[config.mk]
export PLATFORM = sky130hd
export DESIGN_NAME = sacl_ctrl
export DESIGN_NICKNAME = d
export VERILOG_FILES = /design/src/hw/rtl/sacl_pkg.sv /design/src/hw/rtl/sacl_ctrl.sv
export VERILOG_INCLUDE_DIRS = /design/src /design/src/hw/rtl
export SDC_FILE = /design/constraint.sdc
export NUM_CORES = 1
export LEC_CHECK = 0
export BUFFER_PORTS_ARGS = -buffer_cell sky130_fd_sc_hd__buf_2
export CORE_AREA = 5 5 42 44
export CTS_CLUSTER_DIAMETER = 80
export DETAILED_ROUTE_END_ITERATION = 12
export DIE_AREA = 0 0 47 49
export PLACE_DENSITY_LB_ADDON = 0.25
export REMOVE_ABC_BUFFERS = 1
export SKIP_CTS_REPAIR_TIMING = 1
export SLEW_MARGIN = 25
export SYNTH_ARGS = -nofsm -noshare
export SYNTH_HDL_FRONTEND = slang
export SYNTH_SLANG_ARGS = --single-unit
[constraint.sdc]
create_clock -name clock -period 2.7 [get_ports clock]
set_clock_uncertainty 0.15 [all_clocks]
set_input_delay 0.135 -clock clock [delete_from_list [all_inputs] [get_ports clock]]
set_output_delay 0.135 -clock clock [all_outputs]
set_load 0.005 [all_outputs]
[src/hw/rtl/set_assoc_lru_cache_lookup_top_defines.svh]
// ----------------------------------------------------------------------------
// Assertion macros for the cache lookup block
// Concurrent assertion wrappers that compile away for synthesis.
// ----------------------------------------------------------------------------
`ifndef SET_ASSOC_LRU_CACHE_LOOKUP_TOP_DEFINES_SVH
`define SET_ASSOC_LRU_CACHE_LOOKUP_TOP_DEFINES_SVH
`ifndef SYNTHESIS
`define SACL_ASSERT(label, clk, rst, prop, msg) \
   label: assert property (@(posedge clk) disable iff (rst) prop) else $error(msg);
`define SACL_ASSERT_NORST(label, clk, prop, msg) \
   label: assert property (@(posedge clk) prop) else $error(msg);
`else
`define SACL_ASSERT(label, clk, rst, prop, msg)
`define SACL_ASSERT_NORST(label, clk, prop, msg)
`endif
`endif

[src/hw/rtl/sacl_pkg.sv]
// ----------------------------------------------------------------------------
// sacl_pkg
// Shared types and constants of the set-associative cache lookup block.
// ----------------------------------------------------------------------------
package sacl_pkg;

   localparam int ADDRESS_W = 64;
   localparam int OUTCOME_W = 2;
   localparam int WAY_OUT_W = 3;
   localparam int COUNT_W   = 32;

   localparam logic [COUNT_W-1:0] COUNT_MAX = '1;

   localparam int SET_BITS_W    = 3;
   localparam int OFFSET_BITS_W = 6;
   localparam int WAYS_USED_W   = 4;

   localparam int CSR_ADDR_W = 4;
   localparam int CSR_DATA_W = 32;

   localparam logic [1:0] REG_SET_BITS    = 2'd0;
   localparam logic [1:0] REG_OFFSET_BITS = 2'd1;
   localparam logic [1:0] REG_WAYS_USED   = 2'd2;

   localparam logic [WAYS_USED_W-1:0] WAYS_USED_RESET = 4'd1;

   typedef enum logic [OUTCOME_W-1:0] {
      OUTCOME_HIT   = 2'd0,
      OUTCOME_FILL  = 2'd1,
      OUTCOME_EVICT = 2'd2
   } outcome_type;

   typedef struct packed {
      logic clear_step;
      logic accept;
      logic scan_step;
      logic commit;
   } ctrl_cmd_type;

   typedef struct packed {
      logic clear_last;
      logic scan_last;
   } dp_status_type;

endpackage

[src/hw/rtl/sacl_ctrl.sv]
// ----------------------------------------------------------------------------
// sacl_ctrl
// Sequencer for clearing, lookup scan, commit and response handshake.
// ----------------------------------------------------------------------------
`include "set_assoc_lru_cache_lookup_top_defines.svh"

module sacl_ctrl (
   input  logic                    clock,
   input  logic                    reset,
   input  logic                    req_valid,
   output logic                    req_ready,
   output logic                    rsp_valid,
   input  logic                    rsp_ready,
   output sacl_pkg::ctrl_cmd_type  cmd,
   input  sacl_pkg::dp_status_type status
);

   typedef enum logic [3:0] {
      ST_CLEAR  = 4'b0001,
      ST_IDLE   = 4'b0010,
      ST_SCAN   = 4'b0100,
      ST_COMMIT = 4'b1000
   } state_type;

   state_type state_ff, state_in;
   logic      rsp_valid_ff, rsp_valid_in;
   logic      slot_free;

   assign req_ready = (state_ff == ST_IDLE);
   // The result register may be reloaded in the same cycle its word is taken.
   assign slot_free = !rsp_valid_ff || rsp_ready;

   always_comb begin
      state_in = state_ff;
      cmd      = '0;
      case (state_ff)
         ST_CLEAR: begin
            cmd.clear_step = 1'b1;
            if (status.clear_last) begin
               state_in = ST_IDLE;
            end
         end
         ST_IDLE: begin
            if (req_valid) begin
               cmd.accept = 1'b1;
               state_in   = ST_SCAN;
            end
         end
         ST_SCAN: begin
            cmd.scan_step = 1'b1;
            if (status.scan_last) begin
               state_in = ST_COMMIT;
            end
         end
         ST_COMMIT: begin
            if (slot_free) begin
               cmd.commit = 1'b1;
               state_in   = ST_IDLE;
            end
         end
         default: begin
            state_in = ST_CLEAR;
         end
      endcase
   end

   always_comb begin
      if (cmd.commit) begin
         rsp_valid_in = 1'b1;
      end else if (rsp_ready) begin
         rsp_valid_in = 1'b0;
      end else begin
         rsp_valid_in = rsp_valid_ff;
      end
   end

   always_ff @(posedge clock) begin
      if (reset) begin
         state_ff     <= ST_CLEAR;
         rsp_valid_ff <= 1'b0;
      end else begin
         state_ff     <= state_in;
         rsp_valid_ff <= rsp_valid_in;
      end
   end

   assign rsp_valid = rsp_valid_ff;

   `SACL_ASSERT(a_one_cmd, clock, reset, $onehot0({cmd.clear_step, cmd.accept, cmd.scan_step, cmd.commit}), "more than one datapath command")
   `SACL_ASSERT(a_rsp_after_commit, clock, reset, $rose(rsp_valid_ff) |-> $past(cmd.commit), "response raised without a commit")
   `SACL_ASSERT(a_accept_scan, clock, reset, cmd.accept |=> (state_ff == ST_SCAN), "accepted word did not start a scan")
   `SACL_ASSERT(a_clear_done, clock, reset, $fell(state_ff == ST_CLEAR) |-> $past(status.clear_last), "clearing pass left early")

endmodule

==> flow_summary.toml <==
[worst_setup_path]
rr_endpoint = "state_ff[1]"
path_delay_family = "simple AND/OR/NAND/NOR gates"
rrSetupSlack_ns = 0.99
worst-path-buf-inv = 1
cp_slowest_cell = "or4b_4"
setup.worst_path.end_class = "primary output"
timing.critical_path.fanout_max = 7
critical_path_arrival_ns = 1.51
worst_path_largest_cell_delay_ns = 0.51
regToRegStartpoint = "state_ff[3]"
critPathKind = "flip-flop to primary output"
reg2reg_depth = 4
required_ns = 2.41
setup.worst_path.start_class = "flip-flop"
timing.critical_path.cells = "or4b_4 -> and2b_1 -> buf_2"

[floorplanning]
chipHeight_um = 49
rows = 14
floorplan.io_pins = 12
dieArea_um2 = 2300
die_w_um = 47
floorplan.core_area_um2 = 1400
start_util = 0.233

[clocking]
worst_skew_pair.late_latency_ns = 0.24
cts_root_buffer = "clkbuf_4"
cts.sinks = 5
cts_made_buffers = 3
cts-htree-levels = 1
cts_tree = "yes"
clock_path_buffers = 2
clkSlewWorstSetupHoldPaths_ns = 0.04

[min_path]
holdCritPathClass = "primary input to flip-flop"
min_to = "rsp_valid"
worstHoldPathCells = 2
worstHoldStart = "reset"

[global_routing]
first_global_vias = 268
initial_antenna_violation_count = 0
gr-usage-all-layers = 0.0733
wire_length_of_the_first_global_routing_pass_um = 1150
grt_start_max_net_pins = 12
grt_overflow = 0

[synth]
yosysSeqAreaShare = 0.307
synthCells = 38
synth_async_sr_flop_share = 0
synthDistinctLibCells = 25
synthesis.area_per_instance_um2 = 8.59
synth_enable_flop_cells = 0
yosys-top-cells-count = "5 x dfxtp_1, 3 x a21oi_1, 3 x nand2b_1"
yosys_top_cell_area_share = 0.307
syn_area_um2 = 327
most_used_standard_cell_by_instance_count_after_synthesis = "dfxtp_1"
yosys_warnings = 0
yosys_register_bits = 5
ys_dominant_reg_cell = "dfxtp_1"
synth_area_leader_cell = "dfxtp_1"
ys_top_cells_by_area = "dfxtp_1 31%, nand2b_1 5.7%, xnor2_1 5.4%"

[pwr]
power_switching_mw = 0.0657
clockPowerShare = 0.359
p_leak_nw = 0.187
totalPowerFinal_mw = 0.234
power_frac_comb = 0.230
internal-power_mw = 0.168
p_per_area_nw_per_um2 = 571
ir_worst_vdd_uv = 282
switching_share = 0.281
seq_power_share = 0.411

[timing]
worst_pin_slew_ns = 0.488
hold_ws_ns = -0.0153
maxSlewHeadroom = 0.670
report.final.setup_viol = 0
slew_violations = 0
final_number_of_hold_violating_endpoints = 3
crit_path_time_final_ns = 1.80
fmax_mhz = 556
setup_repair_after_global_routing_missed_its_margin = "no"
tns_ns = 0
fin_crit_sh = 0.666

[placed_design]
place.detailed.hpwl_um = 536
post_dp_cell_area_um2 = 383
gp_congestion = 0.743
port-buffer-count = 11

[routing]
routed-via-count = 308
routed_wirelength_um = 695
ant_nets = 0
first_pass_iters = 2
post_dr_wirelength_cell_um = 10.5
detail_route.vias_per_cell = 4.67
drcViolationCount = 0
drtIter0Drc = 4

[finish]
antenna_cells = 0
drive_gt1_frac = 0.340
post-route-cell-area_um2 = 409
final_net_count = 57
utilization = 0.292
area_growth_pct = 25.3

[job]
cap_viol_max_count = 0

[status]
failed_checks = "hold timing"
outcome = "finished with violations"
through the flow:
| stage | setup slack [ns] | hold WS (ns) | std cells |
|---|---|---|---|
| floorplan | 1.12 | 0.0541 | 35 |
| global placement | 1.03 | 0.239 | 62 |
| detailed placement | 1.00 | 0.233 | 62 |
| CTS | 0.897 | -0.0266 | 66 |
| global route | 0.839 | 0.00319 | 66 |
| finish | 0.902 | -0.0153 | 66 |
layout make-up:
| cell class | instances | area (um2) |
|---|---|---|
| clock buffers | 4 | 26.3 |
| flip-flops and latches | 5 | 100 |
| repair buffers | 11 | 55.1 |
| inverters | 1 | 3.75 |
| fillers | 164 | 992 |
| well taps | 16 | 20.0 |
| multi-input cells | 29 | 204 |
power by group through the flow:
stage | clock network, mW | logic [mW] | registers, mW
after global routing | 0.0937 | 0.0610 | 0.0982
after detailed placement | 0 | 0.0545 | 0.0972
after CTS | 0.0894 | 0.0547 | 0.0958
final | 0.0839 | 0.0536 | 0.0961
after global placement | 0 | 0.0545 | 0.0977
after floorplan | 0 | 0.0386 | 0.0934
per-layer routing:
metal  vias up  global-route usage  routed length (um)
li1        161                   -                   -
met1       132               0.108                 346
met2        11              0.0701                 263
met3         4              0.0221                  56
met4         0              0.0829                  29
met5         -                   0                   0
flip-flops by register name, indices dropped and copies added, names as in the netlist:
signal and cells:
rsp_valid 1, state_ff 4
logic make-up after synthesis:
| logic type | count (synthesis) | synth area share |
|---|---|---|
| flip-flops | 5 | 0.307 |
| multiplexers | 1 | 0.0307 |
| XOR/XNOR | 2 | 0.0536 |
| buffers and inverters | 4 | 0.0689 |
| AO/OA/AOI/OAI | 6 | 0.115 |
| AND/OR/NAND/NOR | 20 | 0.425 |
cells in the final DEF, fill, tap and decap left out:
cell,instances
buf_2,11
dfxtp_1,5
nand2b_1,3
a21oi_1,3
clkbuf_4,3
and2b_1,2
nor2_1,2
nor3b_1,2
xnor2_1,2
or4b_4,1
nor3_1,1
nor4b_1,1
and2_1,1
and3_1,1
or2_1,1
o21ai_0,1
nand2_1,1
or4_2,1
or4_1,1
nand3_2,1
mux2i_1,1
inv_1,1
o32a_1,1
o21bai_1,1
nor4_1,1
clkbuf_1,1
worst max path at each step:
stage	from	end	slack (ns)	depth (start not counted)
after floorplan	state_ff[3]	state_ff[1]	1.12	4
after global placement	state_ff[3]	state_ff[1]	1.03	4
after detailed placement	state_ff[3]	state_ff[1]	1.0	4
after CTS	state_ff[3]	cmd[0]	0.90	3
after global routing	state_ff[3]	cmd[0]	0.84	3
final	state_ff[3]	cmd[0]	0.90	3
worst register-to-register path: stages, from the launching register on:
cell     delay (ns)
dfxtp_1        0.46
or4b_4         0.51
or2_1          0.27
nand3_2        0.07
mux2i_1        0.18
Note: power is estimated with default switching activity, not from simulation.
