==> config.mk <==
export PLATFORM = sky130hd
export DESIGN_NAME = sacl_csr
export DESIGN_NICKNAME = d
export VERILOG_FILES = /design/src/hw/rtl/set_assoc_lru_cache_lookup_top_defines.svh /design/src/hw/rtl/sacl_pkg.sv /design/src/hw/rtl/sacl_csr.sv
export SDC_FILE = /design/constraint.sdc
export NUM_CORES = 1
export LEC_CHECK = 0
export CELL_PAD_IN_SITES_DETAIL_PLACEMENT = 1
export CELL_PAD_IN_SITES_GLOBAL_PLACEMENT = 1
export CORE_ASPECT_RATIO = 1.75
export CORE_UTILIZATION = 25
export DETAILED_ROUTE_END_ITERATION = 10
export DONT_BUFFER_PORTS = 1
export PLACE_DENSITY = 0.63
export RECOVER_POWER = 100
export SYNTH_ARGS = -nofsm -noshare
export SYNTH_HDL_FRONTEND = slang
export SYNTH_SLANG_ARGS = --single-unit
==> constraint.sdc <==
create_clock -name clock -period 1.45 [get_ports clock]
set_clock_uncertainty 0.2 [all_clocks]
set_input_delay 0.29 -clock clock [delete_from_list [all_inputs] [get_ports clock]]
set_output_delay 0.29 -clock clock [all_outputs]
set_load 0.01 [all_outputs]
==> src/hw/rtl/set_assoc_lru_cache_lookup_top_defines.svh <==
// ----------------------------------------------------------------------------
// Assertion macros for the cache lookup block
// Concurrent assertion wrappers that compile away for synthesis.
// ----------------------------------------------------------------------------
`ifndef SET_ASSOC_LRU_CACHE_LOOKUP_TOP_DEFINES_SVH
`define SET_ASSOC_LRU_CACHE_LOOKUP_TOP_DEFINES_SVH
`ifndef SYNTHESIS
`define SACL_ASSERT(label, clk, rst, prop, msg) \
   label: assert property (@(posedge clk) disable iff (rst) prop) else $error(msg);
`define SACL_ASSERT_NORST(label, clk, prop, msg) \
   label: assert property (@(posedge clk) prop) else $error(msg);
`else
`define SACL_ASSERT(label, clk, rst, prop, msg)
`define SACL_ASSERT_NORST(label, clk, prop, msg)
`endif
`endif

==> src/hw/rtl/sacl_pkg.sv <==
// ----------------------------------------------------------------------------
// sacl_pkg
// Shared types and constants of the set-associative cache lookup block.
// ----------------------------------------------------------------------------
package sacl_pkg;

   localparam int ADDRESS_W = 64;
   localparam int OUTCOME_W = 2;
   localparam int WAY_OUT_W = 3;
   localparam int COUNT_W   = 32;

   localparam logic [COUNT_W-1:0] COUNT_MAX = '1;

   localparam int SET_BITS_W    = 3;
   localparam int OFFSET_BITS_W = 6;
   localparam int WAYS_USED_W   = 4;

   localparam int CSR_ADDR_W = 4;
   localparam int CSR_DATA_W = 32;

   localparam logic [1:0] REG_SET_BITS    = 2'd0;
   localparam logic [1:0] REG_OFFSET_BITS = 2'd1;
   localparam logic [1:0] REG_WAYS_USED   = 2'd2;

   localparam logic [WAYS_USED_W-1:0] WAYS_USED_RESET = 4'd1;

   typedef enum logic [OUTCOME_W-1:0] {
      OUTCOME_HIT   = 2'd0,
      OUTCOME_FILL  = 2'd1,
      OUTCOME_EVICT = 2'd2
   } outcome_type;

   typedef struct packed {
      logic clear_step;
      logic accept;
      logic scan_step;
      logic commit;
   } ctrl_cmd_type;

   typedef struct packed {
      logic clear_last;
      logic scan_last;
   } dp_status_type;

endpackage

==> src/hw/rtl/sacl_csr.sv <==
// ----------------------------------------------------------------------------
// sacl_csr
// Configuration registers behind an APB-style port.
// ----------------------------------------------------------------------------
module sacl_csr (
   input  logic                                 clock,
   input  logic                                 reset,
   input  logic                                 psel,
   input  logic                                 penable,
   input  logic                                 pwrite,
   input  logic [sacl_pkg::CSR_ADDR_W-1:0]      paddr,
   input  logic [sacl_pkg::CSR_DATA_W-1:0]      pwdata,
   output logic [sacl_pkg::CSR_DATA_W-1:0]      prdata,
   output logic                                 pready,
   output logic [sacl_pkg::SET_BITS_W-1:0]      set_bits,
   output logic [sacl_pkg::OFFSET_BITS_W-1:0]   offset_bits,
   output logic [sacl_pkg::WAYS_USED_W-1:0]     ways_used
);

   logic [sacl_pkg::SET_BITS_W-1:0]    set_bits_ff, set_bits_in;
   logic [sacl_pkg::OFFSET_BITS_W-1:0] offset_bits_ff, offset_bits_in;
   logic [sacl_pkg::WAYS_USED_W-1:0]   ways_used_ff, ways_used_in;
   logic                               wr_stb;
   logic [1:0]                         reg_idx;

   assign pready  = 1'b1;
   assign wr_stb  = psel && penable && pwrite;
   assign reg_idx = paddr[3:2];

   always_comb begin
      set_bits_in    = set_bits_ff;
      offset_bits_in = offset_bits_ff;
      ways_used_in   = ways_used_ff;
      if (wr_stb) begin
         case (reg_idx)
            sacl_pkg::REG_SET_BITS: begin
               set_bits_in = pwdata[sacl_pkg::SET_BITS_W-1:0];
            end
            sacl_pkg::REG_OFFSET_BITS: begin
               offset_bits_in = pwdata[sacl_pkg::OFFSET_BITS_W-1:0];
            end
            sacl_pkg::REG_WAYS_USED: begin
               ways_used_in = pwdata[sacl_pkg::WAYS_USED_W-1:0];
            end
            default: begin
            end
         endcase
      end
   end

   always_comb begin
      case (reg_idx)
         sacl_pkg::REG_SET_BITS:    prdata = sacl_pkg::CSR_DATA_W'(set_bits_ff);
         sacl_pkg::REG_OFFSET_BITS: prdata = sacl_pkg::CSR_DATA_W'(offset_bits_ff);
         sacl_pkg::REG_WAYS_USED:   prdata = sacl_pkg::CSR_DATA_W'(ways_used_ff);
         default:                   prdata = '0;
      endcase
   end

   always_ff @(posedge clock) begin
      if (reset) begin
         set_bits_ff    <= '0;
         offset_bits_ff <= '0;
         ways_used_ff   <= sacl_pkg::WAYS_USED_RESET;
      end else begin
         set_bits_ff    <= set_bits_in;
         offset_bits_ff <= offset_bits_in;
         ways_used_ff   <= ways_used_in;
      end
   end

   assign set_bits    = set_bits_ff;
   assign offset_bits = offset_bits_ff;
   assign ways_used   = ways_used_ff;

endmodule

==> impl_results.md, run 1 <==
* Status: finished clean
* Worst path max stage delay at ~0.32 ns
* Final setup violation count at 0
* CP Launch Type: register
* Starting Density at between 20% and 30%
* Mapped Area at between 800 and 900 um2
* Seq/Total Area, Yosys at about 29%
* Clk Latency, worst-skew pair at roughly 0.24 ns
* Vias at 606
* Port bufs at 0
* Most frequent cells in the layout: 27 x conb_1, 18 x nand2b_1, 16 x mux2i_1
* GRT busiest layer: met2
* First-pass GRT wire length at roughly 2.7 mm
* Worst vdd rail ir drop at roughly 0.00030 V
* Final net count at 148
* CTS Hold Buffers Added at 0
* Gr ovfl total at 0
* Worst r2r src: set_bits[1]
* Worst slack at placement at slightly below 0.06 ns
* Global Route Usage Sum at 10.8%
* Share of layout cells above drive strength 1 at a little over an eighth
* DP Area at about 900 um2
* Worst path top cell family by delay: flip-flops
* Routability Congestion at 0.742
* Cell Chain, Critical Path: mux2i_1 -> o21ai_1 -> clkbuf_4
* Synthesis-stage register bit count at 13
* HPWL after DPL at between 1.5 and 2 mm
* Worst Hold Launch: pwdata[5]
* RSZ-0062 raised after global routing: no
* Ranking of synthesized cells by area: dfxtp_1 29%, buf_4 23%, mux2i_1 18%
* Ys Warns at 0
* Power per cell area at ~840 mW/mm2
* Max cap viols at 0
* Clock Tree Root: clkbuf_8
* Fin crit share at ~96%
* Netlist cell types at 18
* Clock Sinks at 13
* Fin worst setup slack at between 0.05 and 0.06 ns
* Met2 Usage GRT at approximately 19%
* Drt total wl at 1.85 mm
* First-pass DRT Iterations at 2
* Final hold violation count at 0
* CTS tree: yes
* Routed wire per std cell at 12.2 um
* Critical Path End Type: primary output
* Reg2reg setup slack at around 0.46 ns
* CTS H-tree depth at 1
* Post-route ant nets at 0
* R2R depth at 3
* Final cell area excluding filler cells at approximately 900 um2
* Core Footprint at 0.00340 mm2
* Mean Syn Cell Area at around 9.1 um2
* Fill cells at 417
* Final min period at approximately 1.4 ns
* Synth Instances at between 90 and 100
* Drt first-iter violations at 1
* Die Width at 47.1 um
* WP data required at between 0.9 and 1 ns
* Number of remaining DRC errors at 0
* Post-Place Cells at roughly 150
* Clk slew on worst S/H paths at 0.05 ns
* Commonest non-fill, non-tap cell in the layout: conb_1
* I/O Pins at slightly below 90
* Die height at around 81 um
* Crit Path Category: reg -> out
* Cell accounting for the most synthesized area: dfxtp_1
* Max Fclk at between 700 and 800 MHz
* Clock Path Buffers at 2
* Worst r2r dst: set_bits[1]
* Final slew viol count at 0
* Non-filler cells, final at roughly 150
* Slew margin rel. at between 50% and 60%
* Vias per std cell at 4.01
* Critical Path Fanout Max at 2
* CP arrival at slightly above 0.9 ns
* Met3 Use GR at approximately 4.0%
* TritonCTS buffer count at 3
* Die area at roughly 0.0038 mm2
* Initial antenna violation count at 0
* Largest net degree at the start of global routing at 21
* WHS Path Cells at 2
* Synth top area share at between 20% and 30%
* Vias in the first global route at 600
* Leakage dissipation at around 0.40 nW
* Met1 Use GR at 8.37%
* Rows at 28
* Final Util at between 20% and 30%
* Worst-margin pin slew at a little over 0.6 ns
* Layout overhead on the synthesized area at 1.40%
* Worst Hold Path EP: offset_bits[5]
* Worst min-delay path category: in -> reg
* Bufs and invs on worst path at 1
* Final setup TNS at 0 ns
* Worst path slowest cell: dfxtp_1
* Ant. Diodes at 0
[cells in the mapped netlist]
cell	number
a22o_1	1
and2_1	2
and2b_1	2
buf_4	27
buf_6	1
clkbuf_1	2
conb_1	2
dfxtp_1	13
mux2i_1	16
nand2_1	3
nand2b_1	18
nand3_1	1
nand4_1	1
nand4_2	1
nor2_1	2
nor3_2	1
nor3b_2	2
o21ai_0	3
[worst max path at each step]
stage	from	end	slack [ns]	cells past startpoint
after floorplan	paddr[2]	prdata[3]	0.09	3
after global placement	paddr[2]	prdata[0]	0.03	4
after detailed placement	paddr[2]	prdata[0]	0.06	4
after CTS	set_bits[1]	prdata[1]	0.003	3
after global routing	offset_bits[2]	prdata[2]	0.003	3
final	offset_bits[2]	prdata[2]	0.05	3
[flip-flops by register name, summed over array words and instances, names as in the netlist]
signal	flops
ways_used	4
set_bits	3
offset_bits	6
[kinds of logic after synthesis]
family / count (synthesis) / share of synthesized area, %
other cells: 2 / 0.843
flops: 13 / 29.2
simple gates: 33 / 24.4
buf+inv: 30 / 24.9
compound gates: 4 / 2.67
mux: 16 / 18.0
[through the flow]
| step | hold WS (ns) | power, mW |
|---|---|---|
| after floorplan | 0.245 | 0.505 |
| after global placement | 0.250 | 0.454 |
| after detailed placement | 0.265 | 0.455 |
| after CTS | 0.00833 | 0.776 |
| after global routing | 0.0245 | 0.796 |
| final | 0.0117 | 0.761 |
[layout make-up]
| cell class | count | area (um2) | area share (%) |
|---|---|---|---|
| Multi-Input combinational cell | 80 | 482 | 53.3 |
| Tap cell | 45 | 56.3 | 6.23 |
| Sequential cell | 13 | 268 | 29.6 |
| Clock buffer | 4 | 45.0 | 4.99 |
| Timing Repair Buffer | 9 | 52.6 | 5.82 |
[worst reg2reg max path, delay by kind of cell, from the launching register on]
| kind | cells | cell delay [ns] |
|---|---|---|
| DFF | 1 | 0.34 |
| buffers and inverters | 1 | 0.19 |
| muxes | 1 | 0.11 |
| and+or+nand+nor | 1 | 0.08 |
[report_power, final]
group,switching [mW],leakage [nW],total [mW],internal [mW]
Combinational,0.0533,0.269,0.0792,0.0259
Sequential,0.00445,0.107,0.367,0.363
Clock,0.121,0.0228,0.315,0.194
Total,0.179,0.399,0.761,0.582
[routing by layer]
metal  wire length, um  vias to the layer above  share of wire, %
li1                  -                      280                 -
met1               548                      284                30
met2              1050                       37                57
met3               181                        5               9.8
met4                67                        0               3.6
met5                 0                        -                 0
[what timing repair did]
action | in CTS | in global routing
hold endpoints to repair | 0 | 0
buffers inserted | 0 | 0
pin swaps | 0 | 1
endpoints found under the setup margin | 2 | 3
gates resized for setup | 3 | 6
Power figures use the tool's default switching activity.
==> run 2: changes to the inputs <==
--- a/config.mk
+++ b/config.mk
@@ -5,13 +5,11 @@
 export SDC_FILE = /design/constraint.sdc
 export NUM_CORES = 1
 export LEC_CHECK = 0
-export CELL_PAD_IN_SITES_DETAIL_PLACEMENT = 1
-export CELL_PAD_IN_SITES_GLOBAL_PLACEMENT = 1
 export CORE_ASPECT_RATIO = 1.75
 export CORE_UTILIZATION = 25
 export DETAILED_ROUTE_END_ITERATION = 10
 export DONT_BUFFER_PORTS = 1
-export PLACE_DENSITY = 0.63
+export PLACE_DENSITY = 0.49
 export RECOVER_POWER = 100
 export SYNTH_ARGS = -nofsm -noshare
 export SYNTH_HDL_FRONTEND = slang
==> run 2 against run 1 <==
  * Routed wire length decreased by 3.3%
  * Count of clock-buffer cells in the layout fell by 1
  * Sequential power hardly changed
  * Critical path type unchanged
  * Largest cell class unchanged
  * Largest power group unchanged
  * Highest routed layer unchanged
==> impl_results.md, run 2 (synthesis gave the netlist of run 1 again) <==
* Clk slew on worst S/H paths at 0.06 ns (about the same)
* Clock Path Buffers at 2 (unchanged)
* CTS H-tree depth at 1 (unchanged)
* Seq pwr share at 47.6% (-0.6 points)
* Port bufs at 0 (unchanged)
* Fill cells at 401 (-3.8%)
* Worst vdd rail ir drop at 0.000555 V (+88%)
* Initial antenna violation count at 0 (unchanged)
* CTS tree: yes
* Gr ovfl total at 0 (unchanged)
* Share of layout cells above drive strength 1 at 18.3% (+5.1 points)
* Status: finished clean
* Vias per std cell at 4.02 (+0.17%)
* I/O Pins at 87 (unchanged)
* Final Util at 27.0% (+0.40 points)
* CP Launch Type: register
* Core Footprint at 0.00340 mm2 (unchanged)
* Routability Congestion at 0.708 (-4.6%)
* Clock Tree Root: clkbuf_8
* HPWL after DPL at 1.50 mm (-3.8%)
* Clock power share at 42.3% (+0.9 points)
* Switching pwr at 0.194 mW (+8.0%)
* Global Route Usage Sum at 9.74% (-1.0 points)
* Vias at 599 (-1.2%)
* Die height at 81.0 um (unchanged)
* Max FFs per register at 6 (unchanged)
* Ant. Diodes at 0 (unchanged)
* Layout overhead on the synthesized area at 2.95%
* Drt first-iter violations at 3 (+2)
* Clk Latency, worst-skew pair at 0.25 ns (about the same)
* Part of the power in combinational logic at 10.1% (-0.3 points)
* Final cell area excluding filler cells at 917 um2 (+1.5%)
* Resized cells post-CTS at 6 (+3)
* Fin worst setup slack at 0.00842 ns (-0.0425 ns)
* CP arrival at 0.95 ns (+0.04 ns)
* Rows at 28 (unchanged)
* Max cap viols at 0 (unchanged)
* Critical Path Fanout Max at 2 (unchanged)
* Worst min-delay path category: in -> reg
* Die area at 0.00382 mm2 (unchanged)
* Post-route ant nets at 0 (unchanged)
* Power per cell area at 841 mW/mm2 (-0.24%)
* Clock Sinks at 13 (unchanged)
* Drt total wl at 1.79 mm (-3.3%)
* Largest net degree at the start of global routing at 21 (unchanged)
* Final slew viol count at 0 (unchanged)
* Vias in the first global route at 555 (-7.5%)
* Post-CTS setup buffers at 0 (unchanged)
* WP data required at 0.96 ns (about the same)
* Starting Density at 26.2% (unchanged)
* RSZ-0062 raised after global routing: yes
* Die Width at 47.1 um (unchanged)
* Cell internal pwr at 0.578 mW (-0.79%)
* Final min period at 1.44 ns (+0.0425 ns)
* First-pass DRT Iterations at 4 (+2)
* CTS Hold Buffers Added at 0 (unchanged)
* Max Fclk at 694 MHz (-2.9%)
* Final setup violation count at 0 (unchanged)
* TritonCTS buffer count at 3 (unchanged)
* Number of remaining DRC errors at 0 (unchanged)
* Commonest non-fill, non-tap cell in the layout: conb_1
* Sw frac at 25.1% (+1.6 points)
* DP Area at 872 um2 (-1.7%)
* Worst slack at placement at 0.0661 ns (+0.00675 ns)
* Minimum hold slack at 0.0148 ns (+0.00316 ns)
* First-pass GRT wire length at 2.59 mm (-5.3%)
* Most frequent cells in the layout: 27 x conb_1, 18 x nand2b_1, 16 x mux2i_1
* Final hold violation count at 0 (unchanged)
* Final net count at 146 (-1.4%)
* Critical Path End Type: primary output
* Leakage dissipation at 0.415 nW (+4.1%)
* Routed wire per std cell at 12.0 um (-2.0%)
* Fin crit share at 99.4% (+2.9 points)
* Crit Path Category: reg -> out
-- run 2: changes by cell type in the layout (fill, tap and decap cells not counted), sizes merged --
| cell | delta |
|---|---|
| buf | +3 |
| clkinv | +1 |
| clkbuf | -6 |
-- run 2: critical path, stage by stage, from the launching register on --
cell	delay, ns
dfxtp_2	0.32
mux2i_1	0.15
o21ai_1	0.09
buf_4	0.15
-- run 2: final cells by class --
type	count	area, um2	area share (%)
tap	45	56.3	6.14
sequential	13	267	29.1
timing repair buffer	7	52.6	5.73
clock buffer	3	41.3	4.50
clock inverter	1	5.00	0.546
multi-input combinational	80	495	54.0
-- run 2: metal layers --
| layer | global-route usage, % | wire, um | share of wire (%) |
|---|---|---|---|
| met5 | 0 | 0 | 0 |
| met1 | 8.91 | 567 | 32 |
| met2 | 16.9 | 1040 | 58 |
| met3 | 2.00 | 113 | 6.3 |
| met4 | 8.29 | 67 | 3.7 |
-- run 2: worst paths after layout --
check	from	to	depth (start not counted)	slack, ns
worst min-delay path	pwdata[5]	offset_bits[5]	2	0.01
worst max-delay path	offset_bits[1]	prdata[1]	3	0.008
worst max register to register	offset_bits[2]	offset_bits[2]	3	0.53
worst min register to register	set_bits[0]	set_bits[0]	2	0.31
-- run 2: power by group through the flow --
stage	Combinational (mW)	Sequential (mW)	Clock, mW
6_report	0.0778	0.367	0.326
5_1_grt	0.0893	0.368	0.348
4_1_cts	0.0784	0.367	0.339
3_5_place_dp	0.0772	0.375	0
3_3_place_gp	0.0763	0.375	0
2_1_floorplan	0.130	0.375	0
-- run 2: per-stage QoR --
stage	cells	power (mW)	setup TNS (ns)
finish	149	0.771	0
global route	149	0.805	-0.0631
CTS	149	0.784	-0.0122
detailed placement	145	0.452	0
global placement	145	0.451	0
floorplan	123	0.505	0
==> run 3: changes to the inputs <==
--- a/config.mk
+++ b/config.mk
@@ -5,11 +5,10 @@
 export SDC_FILE = /design/constraint.sdc
 export NUM_CORES = 1
 export LEC_CHECK = 0
-export CORE_ASPECT_RATIO = 1.75
-export CORE_UTILIZATION = 25
+export CORE_UTILIZATION = 60
 export DETAILED_ROUTE_END_ITERATION = 10
 export DONT_BUFFER_PORTS = 1
-export PLACE_DENSITY = 0.49
+export PLACE_DENSITY = 0.87
 export RECOVER_POWER = 100
 export SYNTH_ARGS = -nofsm -noshare
 export SYNTH_HDL_FRONTEND = slang
==> run 3 against run 2 <==
  * The run now ends with negative setup slack left
  * Global-route usage is 13 points higher
  * Critical path depth stayed put
  * Largest cell class unchanged
  * Total power is 11% lower
  * Routed wire length is 2.7% higher
==> impl_results.md, run 3 (synthesis gave the netlist of run 1 again) <==
* RSZ-0062 raised after global routing: yes
* Max Fclk at 673 MHz (-3.0%)
* Drt total wl at 1.84 mm (+2.7%)
* Cell Chain, Critical Path: mux2i_1 -> o21ai_1 -> buf_4
* R2R depth at 4 (+1)
* Post-route ant nets at 0 (unchanged)
* Part of the power in combinational logic at 14.8% (+4.7 points)
* Clock power share at 32.4% (-9.9 points)
* Gr ovfl total at 0 (unchanged)
* Fin crit share at 103% (+3.1 points)
* Clk Latency, worst-skew pair at 0.27 ns (+0.02 ns)
* Leakage dissipation at 0.457 nW (+10%)
* Clock Path Buffers at 2 (unchanged)
* Die height at 40.5 um (-50%)
* Worst path slowest cell: dfxtp_2
* Clock Sinks at 13 (unchanged)
* Global Route Usage Sum at 22.9% (+13 points)
* Rows at 13 (-54%)
* HPWL after DPL at 1.22 mm (-19%)
* Total design power at 0.690 mW (-11%)
* Ant. Diodes at 0 (unchanged)
* Number of remaining DRC errors at 0 (unchanged)
* Final slew viol count at 0 (unchanged)
* Die Width at 40.5 um (-14%)
* First-pass GRT wire length at 2.44 mm (-5.9%)
* Share of layout cells above drive strength 1 at 21.7% (+3.5 points)
* Worst min-delay path category: in -> reg
* Starting Density at 66.8% (+41 points)
* First-pass DRT Iterations at 4 (unchanged)
* CTS tree: yes
* Routed wire per std cell at 14.1 um (+18%)
* Critical path depth in cells at 3 (unchanged)
* Cell internal pwr at 0.503 mW (-13%)
* Worst path top cell family by delay: flip-flops
* Core Footprint at 0.00133 mm2 (-61%)
* Critical Path End Type: primary output
* WHS Path Cells at 2 (unchanged)
* Critical Path Fanout Max at 2 (unchanged)
* Final setup violation count at 2 (+2)
* Worst path max stage delay at 0.34 ns (+0.02 ns)
* Fin worst setup slack at -0.0368 ns (-0.0452 ns)
* Vias at 660 (+10%)
* Worst Hold Path EP: set_bits[0]
* Worst Hold Launch: reset
* Layout overhead on the synthesized area at 9.69%
* Reg2reg setup slack at 0.40 ns (-0.13 ns)
* Vias per std cell at 5.08 (+26%)
* Status: complete, but fails checks
* Max cap viols at 0 (unchanged)
* CP arrival at 1.00 ns (+0.05 ns)
* Clk slew on worst S/H paths at 0.08 ns (+0.02 ns)
* Vias in the first global route at 565 (+1.8%)
* Sw frac at 27.1% (+2.0 points)
* Most frequent cells in the layout: 27 x conb_1, 18 x nand2b_1, 15 x mux2i_1
* Drt first-iter violations at 7 (+4)
* Initial antenna violation count at 0 (unchanged)
* Seq pwr share at 52.8% (+5.2 points)
* Switching pwr at 0.187 mW (-3.2%)
* CTS H-tree depth at 1 (unchanged)
* Final min period at 1.49 ns (+0.0452 ns)
* Largest net degree at the start of global routing at 13 (-38%)
* Worst r2r dst: offset_bits[1]
* DP Area at 850 um2 (-2.6%)
* Worst r2r src: offset_bits[1]
* CP Launch Type: register
* Max FFs per register at 6 (unchanged)
* Final hold violation count at 0 (unchanged)
* Crit Path Category: reg -> out
* Bufs and invs on worst path at 1 (unchanged)
* Port bufs at 0 (unchanged)
* WP data required at 0.96 ns (about the same)
* Power per cell area at 706 mW/mm2 (-16%)
* Failing checks: negative setup slack
* Final cell area excluding filler cells at 977 um2 (+6.5%)
* TritonCTS buffer count at 3 (unchanged)
* Clock Tree Root: clkbuf_4
* Commonest non-fill, non-tap cell in the layout: conb_1
* Die area at 0.00164 mm2 (-57%)
* Routability Congestion at 0.724 (+2.3%)
* I/O Pins at 87 (unchanged)
* Worst vdd rail ir drop at 0.000500 V (-9.9%)
* Final net count at 157 (+7.5%)
[run 3: cell count changes in the layout (fill, tap and decap cells not counted)]
| cell | before | now |
|---|---|---|
| dfxtp_1 | 8 | 7 |
| mux2i_4 | 0 | 1 |
| mux2i_1 | 16 | 15 |
| clkbuf_8 | 3 | 0 |
| buf_4 | 7 | 11 |
| clkbuf_4 | 0 | 3 |
| dfxtp_4 | 0 | 1 |
| dlygate4sd3_1 | 0 | 7 |
[run 3: repair_timing]
item | CTS | global route
gates resized for setup | 9 | 5
hold endpoints to repair | 10 | 1
setup endpoints to repair | 3 | 4
pin swaps | 2 | 2
hold buffers | 5 | 2
setup buffers | 2 | 0
[run 3: power groups by stage]
| stage | sequential [mW] | clock, mW | combinational (mW) |
|---|---|---|---|
| 3_5_place_dp | 0.374 | 0 | 0.0773 |
| 3_3_place_gp | 0.374 | 0 | 0.0759 |
| 2_1_floorplan | 0.375 | 0 | 0.130 |
| 6_report | 0.364 | 0.224 | 0.102 |
| 4_1_cts | 0.366 | 0.233 | 0.0941 |
| 5_1_grt | 0.365 | 0.246 | 0.116 |
[run 3: area by class of cell]
class / count / area [um2]
flip-flops and latches: 13 / 270
repair buffers: 18 / 153
multi-input cells: 80 / 508
clock buffers: 3 / 22.5
clock inverters: 1 / 5.00
well taps: 15 / 18.8
fillers: 119 / 357
[run 3: worst max path at each step]
stage                               from   endpoint
after floorplan                 paddr[2]  prdata[3]
after global placement          paddr[2]  prdata[2]
after detailed placement        paddr[2]  prdata[1]
after CTS                 offset_bits[2]  prdata[2]
after global routing      offset_bits[2]  prdata[2]
final                        set_bits[2]  prdata[2]
[run 3: metal layers]
layer | track usage, % | vias up | part of all wire (%)
met5 | 0 | - | 0
met4 | 2.50 | 0 | 0.98
met3 | 10.6 | 3 | 12
met2 | 42.9 | 50 | 53
met1 | 23.5 | 306 | 34
li1 | - | 301 | -
[run 3: metrics by stage]
| stage | setup WS [ns] | std cells | TNS [ns] | hold WS, ns | utilization (%) |
|---|---|---|---|---|---|
| 6_report | -0.0368 | 130 | -0.0452 | 0.00929 | 73.3 |
| 4_1_cts | -0.0377 | 128 | -0.0648 | 0.000922 | 71.4 |
| 5_1_grt | -0.0778 | 130 | -0.134 | 0.00668 | 73.3 |
| 3_5_place_dp | 0.0642 | 117 | 0 | 0.261 | 63.7 |
| 3_3_place_gp | 0.0769 | 117 | 0 | 0.251 | 63.7 |
| 2_1_floorplan | 0.0851 | 123 | 0 | 0.245 | - |
